<file path="src/design/sset_pkg.sv">
package sset_pkg;

    // Defaults for the top-level parameters
    localparam int DEPTH_DEF     = 64;
    localparam int KEY_BYTES_DEF = 8;

    // Fixed port widths
    localparam int FUNC_W = 2;
    localparam int KEY_W  = 64;
    localparam int CAP_W  = 7;

    localparam logic [CAP_W-1:0] CAP_RESET = 7'd64;

    // Operation codes; find is code 2, and the unused code 3 also acts as find
    localparam logic [FUNC_W-1:0] FUNC_ADD    = 2'd0;
    localparam logic [FUNC_W-1:0] FUNC_REMOVE = 2'd1;

    // Commands from the sequencer to the datapath
    typedef struct packed {
        logic load;       // take the input beat, start a search
        logic probe;      // read the entry at mid
        logic narrow;     // move lo or hi from the probed entry
        logic hit_probe;  // read the entry at lo
        logic hit_check;  // compare the entry at lo with the key
        logic init_up;    // idx <= count, start shifting up
        logic init_dn;    // idx <= lo, start shifting down
        logic shrd_up;    // read idx-1
        logic shwr_up;    // write idx, step down
        logic shrd_dn;    // read idx+1
        logic shwr_dn;    // write idx, step up
        logic ins;        // write key at lo, count up
        logic del;        // count down
        logic set_full;   // flag a refused add
        logic out_load;   // move the result into the output register
    } cmd_t;

    // Status from the datapath to the sequencer
    typedef struct packed {
        logic lo_lt_hi;
        logic lo_lt_count;
        logic add_ok;
        logic add_full;
        logic rem_ok;
        logic up_more;
        logic dn_more;
        logic out_busy;
    } sts_t;

endpackage

</file>
<file path="src/design/sset_ctrl.sv">
module sset_ctrl (
    input  logic          clk,
    input  logic          rst_n,
    input  logic          in_valid,
    output logic          in_stall,
    input  sset_pkg::sts_t sts,
    output sset_pkg::cmd_t cmd
);
    import sset_pkg::*;

    localparam logic [3:0] S_IDLE   = 4'd0;
    localparam logic [3:0] S_PROBE  = 4'd1;
    localparam logic [3:0] S_NARROW = 4'd2;
    localparam logic [3:0] S_HITCHK = 4'd3;
    localparam logic [3:0] S_DECIDE = 4'd4;
    localparam logic [3:0] S_UPRD   = 4'd5;
    localparam logic [3:0] S_UPWR   = 4'd6;
    localparam logic [3:0] S_DNRD   = 4'd7;
    localparam logic [3:0] S_DNWR   = 4'd8;
    localparam logic [3:0] S_DONE   = 4'd9;

    logic [3:0] state_reg;
    logic [3:0] state_next;

    assign in_stall = (state_reg != S_IDLE);

    always_comb
    begin
        state_next = state_reg;
        cmd        = '0;
        case (state_reg)
            S_IDLE:
            begin
                if (in_valid)
                begin
                    cmd.load   = 1'b1;
                    state_next = S_PROBE;
                end
            end
            S_PROBE:
            begin
                if (sts.lo_lt_hi)
                begin
                    cmd.probe  = 1'b1;
                    state_next = S_NARROW;
                end
                else if (sts.lo_lt_count)
                begin
                    cmd.hit_probe = 1'b1;
                    state_next    = S_HITCHK;
                end
                else
                begin
                    state_next = S_DECIDE;
                end
            end
            S_NARROW:
            begin
                cmd.narrow = 1'b1;
                state_next = S_PROBE;
            end
            S_HITCHK:
            begin
                cmd.hit_check = 1'b1;
                state_next    = S_DECIDE;
            end
            S_DECIDE:
            begin
                if (sts.add_ok)
                begin
                    cmd.init_up = 1'b1;
                    state_next  = S_UPRD;
                end
                else if (sts.rem_ok)
                begin
                    cmd.init_dn = 1'b1;
                    state_next  = S_DNRD;
                end
                else
                begin
                    cmd.set_full = sts.add_full;
                    state_next   = S_DONE;
                end
            end
            S_UPRD:
            begin
                if (sts.up_more)
                begin
                    cmd.shrd_up = 1'b1;
                    state_next  = S_UPWR;
                end
                else
                begin
                    cmd.ins    = 1'b1;
                    state_next = S_DONE;
                end
            end
            S_UPWR:
            begin
                cmd.shwr_up = 1'b1;
                state_next  = S_UPRD;
            end
            S_DNRD:
            begin
                if (sts.dn_more)
                begin
                    cmd.shrd_dn = 1'b1;
                    state_next  = S_DNWR;
                end
                else
                begin
                    cmd.del    = 1'b1;
                    state_next = S_DONE;
                end
            end
            S_DNWR:
            begin
                cmd.shwr_dn = 1'b1;
                state_next  = S_DNRD;
            end
            S_DONE:
            begin
                if (!sts.out_busy)
                begin
                    cmd.out_load = 1'b1;
                    state_next   = S_IDLE;
                end
            end
            default:
            begin
                state_next = S_IDLE;
            end
        endcase
    end

    always_ff @(posedge clk or negedge rst_n)
    begin
        if (!rst_n)
        begin
            state_reg <= S_IDLE;
        end
        else
        begin
            state_reg <= state_next;
        end
    end

endmodule

</file>
<file path="config.mk">
export PLATFORM = sky130hd
export DESIGN_NAME = sset_ctrl
export DESIGN_NICKNAME = d
export VERILOG_FILES = /design/src/design/sset_pkg.sv /design/src/design/sset_ctrl.sv
export SDC_FILE = /design/constraint.sdc
export NUM_CORES = 1
export LEC_CHECK = 0
export ABC_CLOCK_PERIOD_IN_PS = 2800
export BUFFER_PORTS_ARGS = -buffer_cell sky130_fd_sc_hd__buf_4
export CAP_MARGIN = 20
export CORE_AREA = 10 10 47 49
export DETAILED_ROUTE_END_ITERATION = 10
export DIE_AREA = 0 0 57 59
export GPL_TIMING_DRIVEN = 0
export PLACE_DENSITY = 0.7
export SYNTH_ARGS = -nofsm -noshare
export SYNTH_HDL_FRONTEND = slang
export SYNTH_SLANG_ARGS = --single-unit
export TNS_END_PERCENT = 1
</file>
<file path="constraint.sdc">
create_clock -name clk -period 2.8 [get_ports clk]
set_input_delay 0.56 -clock clk [delete_from_list [all_inputs] [get_ports clk]]
set_output_delay 0.56 -clock clk [all_outputs]
set_load 0.02 [all_outputs]
</file>
==> results of run 1 <==
==> kinds of logic (layout without fill, tap and decap cells) <==
| logic type | after synthesis | after routing | synth area share [%] |
|---|---|---|---|
| compound gates | 8 | 8 | 14.5 |
| simple gates | 38 | 38 | 50.3 |
| xor+xnor | 1 | 1 | 2.02 |
| buf+inv | 5 | 34 | 4.91 |
| flops | 4 | 4 | 23.1 |
| mux | 2 | 2 | 5.20 |
==> per-layer routing <==
layer / wire length, µm / global-route usage [%] / up-vias
li1: - / - / 269
met1: 657 / 9.95 / 237
met2: 677 / 14.3 / 27
met3: 129 / 2.79 / 2
met4: 12 / 3.02 / 0
met5: 0 / 0 / -
==> metrics by stage <==
stage | hold slack (ns) | area, µm²
2_1_floorplan | 0.264 | 433
3_3_place_gp | 0.355 | 648
3_5_place_dp | 0.357 | 648
4_1_cts | 0.105 | 671
5_1_grt | 0.105 | 671
6_report | 0.0998 | 671
==> worst max path at each step <==
stage                  from      to  slack, ns  cells after the start
2_1_floorplan  state_reg[1]  cmd[0]       0.69                      3
3_3_place_gp   state_reg[1]  cmd[0]       0.86                      4
3_5_place_dp   state_reg[1]  cmd[0]       0.85                      4
4_1_cts        state_reg[1]  cmd[0]       0.59                      4
5_1_grt        state_reg[1]  cmd[1]       0.49                      5
6_report       state_reg[1]  cmd[0]       0.59                      4
==> power groups by stage <==
stage          Clock [mW]  Sequential, mW  Combinational, mW
3_5_place_dp            0           0.109              0.462
5_1_grt            0.0780           0.111              0.504
6_report           0.0767           0.107              0.461
3_3_place_gp            0           0.108              0.456
2_1_floorplan           0           0.101              0.320
4_1_cts            0.0752           0.108              0.465
==> cell usage in the layout, fill, tap and decap left out, types with 2 or more instances in the layout <==
| cell | instances |
|---|---|
| o221ai_1 | 2 |
| nor2_1 | 9 |
| and2b_1 | 2 |
| and3_1 | 4 |
| buf_4 | 26 |
| dfrtp_1 | 4 |
| clkbuf_1 | 2 |
| nor3_1 | 5 |
| nand2_1 | 6 |
| nor4b_1 | 2 |
| nand2b_1 | 4 |
| buf_2 | 2 |
| nand4b_1 | 2 |
| clkbuf_4 | 3 |
==> final cells by class <==
class                           count  share of cell area [%]
Timing Repair Buffer               26                    29.1
Sequential cell                     4                    14.9
Buffer                              4                    2.61
Clock buffer                        3                    3.36
Inverter                            1                   0.560
Tap cell                           16                    2.99
Multi-Input combinational cell     49                    46.5
==> worst max-delay path, cell delays in order (launching register included) <==
cell and delay, ns:
dfrtp_1 0.38, clkbuf_1 0.21, and2b_1 0.32, nor4bb_1 0.30, buf_4 0.19
==> run summary, run 1 <==
CTS max path bufs -> 2
Num ports -> 27
Port buffer count -> 26
Crit path launch type -> flop
Synth top area cells -> dfrtp_1 23%, nor2_1 7.8%, and3_1 5.8%
Sequential fraction of the synthesis area -> 23.1%
Syn Inst Count -> 58
Worst EP required -> 2.24 ns
Post-CTS Repair Setup Buffers -> 0
Hold Vio Cnt, Final -> 0
Max-Cap Viols -> 0
Cts repair resizes -> 0
Setup crit end kind -> primary output
Largest net degree at the start of global routing -> 11
H-tree levels -> 1
Clk slew on worst S/H paths -> 0.04 ns
YS warnings -> 0
Final Power -> 0.645 mW
Post-synth net total -> 69
First-pass GRT wire length -> 2.46 mm
RR Endpoint -> state_reg[0]
RSZ-0062 raised after global routing -> false
Initial antenna violation count -> 0
Most common cell in the synthesized netlist -> nor2_1
Vias in the first global route -> 571
R2R depth -> 4
Cell Rows -> 14
P_leak -> 0.329 nW
Final ANT Viol Nets -> 0
Top FF cell, synth -> dfrtp_1
CP arrival -> 1.65 ns
Crit path max fanout -> 10
WL/cell -> 14.3 µm
Setup CP Type -> reg2out
Fmax -> 452 MHz
Non-Filler Instances -> 103
Top cells by count, synth -> 9 x nor2_1, 6 x nand2_1, 5 x nor3_1
Slew @ Worst Pin -> 0.380 ns
FF-to-FF setup slack -> 1.37 ns
Rel. slew slack -> 74.6%
GP Congestion -> 0.738
Worst reg2reg startpoint -> state_reg[1]
Combinational share of power -> 71.5%
Final period utilization -> 79.0%
Yosys top cell area share -> 23.1%
Vias per cell -> 5.19
CTS Sinks -> 4
DP Worst Slack -> 0.850 ns
Total number of vias -> 535
Grt ovf -> 0
P_sw -> 0.318 mW
Power Internal -> 0.327 mW
CTS tree -> yes
Sequential power share -> 16.6%
Post-synth cell types -> 26
Chip Width -> 57 µm
Filler Cell Count -> 156
Power Density -> 962 nW/µm²
Status -> finished clean
Final wirelength -> 1.48 mm
Core footprint -> 1400 µm²
Starting Density -> 30.9%
Post-synth top area cell -> dfrtp_1
Mean Syn Cell Area -> 7.46 µm²
P&R area growth vs syn -> 54.9%
Sw frac -> 49.2%
GRT Overall Usage -> 8.54%
Chip height -> 59 µm
NumNets Final -> 100
Final HPWL DP -> 1.20 mm
Max reg flops -> 4
Pre-Repair DR Iteration Count -> 4
Root buffer cell -> clkbuf_4
Initial DRC Count -> 8
Fin Setup TNS -> 0 ns
Final worst setup slack -> 0.589 ns
Residual DRC -> 0
HP Class -> in2async
Die ar. -> 3360 µm²
Yosys reg bits -> 4
CTS Hold Bufs -> 0
Placed cells -> 100
Async SR Flop Fraction -> 100%
Final setup violation count -> 0
Clock Power Share -> 11.9%
Antenna cell count -> 0
Share of layout cells above drive strength 1 -> 37.9%
Mapped cell area -> 433 µm²
Setup skew after layout -> 0.00503 ns
VDD IR-drop max -> 443 µV
Final core occ -> 47.9%
Multi-input gate area in the final layout -> 312 µm²
Register Area -> 100 µm²
Total CTS buffers -> 3
Final Critical Period -> 2.21 ns
Final Slew Violations -> 0
Clock latency at the later pin of the worst-skew pair -> 0.24 ns
Number of flops mapped to enable cells by yosys -> 0
(Power assumes the default switching activity.)
==> run 2: changes to the inputs <==
--- a/config.mk
+++ b/config.mk
@@ -5,14 +5,15 @@
 export SDC_FILE = /design/constraint.sdc
 export NUM_CORES = 1
 export LEC_CHECK = 0
-export ABC_CLOCK_PERIOD_IN_PS = 2800
+export ABC_AREA = 1
+export ABC_CLOCK_PERIOD_IN_PS = 1950
 export BUFFER_PORTS_ARGS = -buffer_cell sky130_fd_sc_hd__buf_4
 export CAP_MARGIN = 20
 export CORE_AREA = 10 10 47 49
 export DETAILED_ROUTE_END_ITERATION = 10
 export DIE_AREA = 0 0 57 59
 export GPL_TIMING_DRIVEN = 0
-export PLACE_DENSITY = 0.7
+export PLACE_DENSITY = 0.72
 export SYNTH_ARGS = -nofsm -noshare
 export SYNTH_HDL_FRONTEND = slang
 export SYNTH_SLANG_ARGS = --single-unit
==> constraint.sdc (replaced) <==
create_clock -name clk -period 1.95 [get_ports clk]
set_input_delay 0.39 -clock clk [delete_from_list [all_inputs] [get_ports clk]]
set_output_delay 0.39 -clock clk [all_outputs]
set_load 0.02 [all_outputs]
==> run 2 against run 1 <==
  * First-iteration DRC count grew 38%
  * Count of clock-buffer cells in the layout is the same
  * Global-route usage shrank 0.67 points
  * Sequential power grew 70%
  * Critical endpoint is now cmd[1]
  * Largest cell class unchanged
  * Largest power group unchanged
  * Highest routed layer is now met3
==> run summary, run 2 <==
Status -> finished clean (unchanged)
Vias per cell -> 4.53 (was 5.19)
CP arrival -> 1.42 ns (was 1.65 ns)
Pre-Repair DR Iteration Count -> 5 (was 4)
Min Hold Slack -> 0.426 ns (was 0.0998 ns)
First-pass GRT wire length -> 2.25 mm (was 2.46 mm)
Total number of vias -> 548 (was 535)
Chip Width -> 57 µm (unchanged)
NumNets Final -> 118 (was 100)
Syn Inst Count -> 75 (was 58)
Commonest non-fill, non-tap cell in the layout -> buf_4 (unchanged)
Final wirelength -> 1.32 mm (was 1.48 mm)
Largest net degree at the start of global routing -> 8 (was 11)
Setup skew after layout -> 0.000661 ns (was 0.00503 ns)
Hold depth -> 3
Clock latency at the later pin of the worst-skew pair -> 0.23 ns (was 0.24 ns)
HP Start -> sts[3]
Residual DRC -> 0 (unchanged)
Num ports -> 27 (unchanged)
Worst reg2reg startpoint -> state_reg[3] (was state_reg[1])
Most frequent cells in the layout -> 26 x buf_4, 17 x nand2_1, 14 x inv_1 (was 26 x buf_4, 9 x nor2_1, 6 x nand2_1)
Hold endpoint -> state_reg[2]
Finished Cell Area -> 679 µm² (was 671 µm²)
Final Slew Violations -> 0 (unchanged)
Total CTS buffers -> 3 (unchanged)
Yosys top cell area share -> 23.2% (was 23.1%)
Final HPWL DP -> 1.17 mm (was 1.20 mm)
Root buffer cell -> clkbuf_4 (unchanged)
Starting Density -> 30.8% (was 30.9%)
HP Class -> in2reg (was in2async)
Crit path launch type -> flop (unchanged)
Fin Setup TNS -> 0 ns (unchanged)
Sequential fraction of the synthesis area -> 23.2% (was 23.1%)
Mean Syn Cell Area -> 5.76 µm² (was 7.46 µm²)
Synth top area cells -> dfrtp_1 23%, nand2_1 15%, inv_1 12% (was dfrtp_1 23%, nor2_1 7.8%, and3_1 5.8%)
Cell Rows -> 14 (unchanged)
Share of layout cells above drive strength 1 -> 42.9% (was 37.9%)
Post-synth cell types -> 16 (was 26)
Power Density -> 1290 nW/µm² (was 962 nW/µm²)
VDD IR-drop max -> 552 µV (was 443 µV)
R2R depth -> 7 (was 4)
Vias in the first global route -> 551 (was 571)
FF-to-FF setup slack -> 0.76 ns (was 1.37 ns)
GRT Overall Usage -> 7.87% (was 8.54%)
CTS Sinks -> 4 (unchanged)
Filler Cell Count -> 161 (was 156)
Most common cell in the synthesized netlist -> nand2_1 (was nor2_1)
Crit path max fanout -> 4 (was 10)
CTS max path bufs -> 2 (unchanged)
Grt ovf -> 0 (unchanged)
Final setup violation count -> 0 (unchanged)
Final Critical Period -> 1.81 ns
Post-synth top area cell -> dfrtp_1 (unchanged)
Post-synth net total -> 86 (was 69)
Final period utilization -> 92.8%
Port buffer count -> 26 (unchanged)
Hold Vio Cnt, Final -> 0 (unchanged)
Register Area -> 100 µm² (unchanged)
Clk slew on worst S/H paths -> 0.04 ns (about the same)
Worst EP required -> 1.56 ns (was 2.24 ns)
Initial antenna violation count -> 0 (unchanged)
YS warnings -> 0 (unchanged)
Yosys reg bits -> 4 (unchanged)
Number of flops mapped to enable cells by yosys -> 0 (unchanged)
Rel. slew slack -> 83.2% (was 74.6%)
CTS tree -> yes (unchanged)
P_leak -> 0.435 nW (was 0.329 nW)
H-tree levels -> 1 (unchanged)
RSZ-0062 raised after global routing -> false (unchanged)
Setup crit end kind -> primary output (unchanged)
Max-Cap Viols -> 0 (unchanged)
Initial DRC Count -> 11 (was 8)
Slew @ Worst Pin -> 0.250 ns (was 0.380 ns)
GP Congestion -> 0.803 (was 0.738)
Mapped cell area -> 432 µm² (was 433 µm²)
Setup CP Type -> reg2out (unchanged)
Multi-input gate area in the final layout -> 249 µm² (was 312 µm²)
Async SR Flop Fraction -> 100% (unchanged)
Chip height -> 59 µm (unchanged)
Fmax -> 553 MHz
Post-CTS Repair Setup Buffers -> 0 (unchanged)
WL/cell -> 10.9 µm (was 14.3 µm)
Top FF cell, synth -> dfrtp_1 (unchanged)
DP Area -> 647 µm² (was 648 µm²)
Max reg flops -> 4 (unchanged)
Antenna cell count -> 0 (unchanged)
P&R area growth vs syn -> 57.4% (was 54.9%)
Core footprint -> 1400 µm² (unchanged)
Final ANT Viol Nets -> 0 (unchanged)
Die ar. -> 3360 µm² (unchanged)
Top cells by count, synth -> 17 x nand2_1, 14 x inv_1, 12 x nor2_1 (was 9 x nor2_1, 6 x nand2_1, 5 x nor3_1)
RR Endpoint -> state_reg[0] (unchanged)
run 2: worst max-delay path, cell delays in order (launching register included):
cell and delay [ns]:
dfrtp_1 0.44, inv_2 0.11, nand2_1 0.10, nor2_1 0.18
nand2_1 0.11, nor2_1 0.10, buf_4 0.15
run 2: metal layers:
layer  vias to the layer above  share of wire (%)  track usage [%]
met5                         -                  0                0
met4                         0                  0             2.01
met3                         0                7.8             3.65
met2                        20                 50             13.5
met1                       235                 42             8.57
li1                        293                  -                -
run 2: power breakdown:
part	switching, mW	internal [mW]	leakage [nW]
clock network	0.0315	0.0687	0.0138
registers	0.0594	0.122	0.0510
logic	0.377	0.219	0.370
total	0.468	0.410	0.435
run 2: kinds of logic (layout without fill, tap and decap cells):
family                 Yosys count  after routing  synth area share (%)
and+or+nand+nor                 45             45                  50.4
buffers and inverters           22             52                  19.1
AOI/OAI and AO/OA                4              4                  7.24
DFF                              4              4                  23.2
run 2: timing repair:
action                                 in CTS  in global routing
setup endpoints to repair                   0                  0
hold buffers                                1                  0
gates resized for setup                     0                  0
endpoints found under the hold margin       4                  0
run 2: area by class of cell:
class / instances / share of cell area, %
Clock buffer: 3 / 3.31
Tap cell: 16 / 2.95
Inverter: 22 / 12.2
Multi-Input combinational cell: 49 / 36.6
Sequential cell: 4 / 14.7
Timing Repair Buffer: 27 / 30.2
run 2: per-stage QoR:
| step | setup slack [ns] | util, % | power, mW | cells |
|---|---|---|---|---|
| after floorplan | 0.402 | - | 0.583 | 75 |
| after global placement | 0.424 | 46.2 | 0.774 | 117 |
| after detailed placement | 0.381 | 46.2 | 0.783 | 117 |
| after CTS | 0.129 | 48.5 | 0.890 | 121 |
| after global routing | 0.0431 | 48.5 | 0.959 | 121 |
| final | 0.140 | 48.5 | 0.878 | 121 |
run 2: how the worst max path moves through the flow:
stage | cells after the start | start | slack (ns) | end
2_1_floorplan | 1 | state_reg[3] | 0.40 | cmd[12]
3_3_place_gp | 6 | state_reg[3] | 0.42 | cmd[1]
3_5_place_dp | 6 | state_reg[3] | 0.38 | cmd[1]
4_1_cts | 6 | state_reg[3] | 0.13 | cmd[1]
5_1_grt | 6 | state_reg[3] | 0.04 | cmd[8]
6_report | 6 | state_reg[3] | 0.14 | cmd[1]
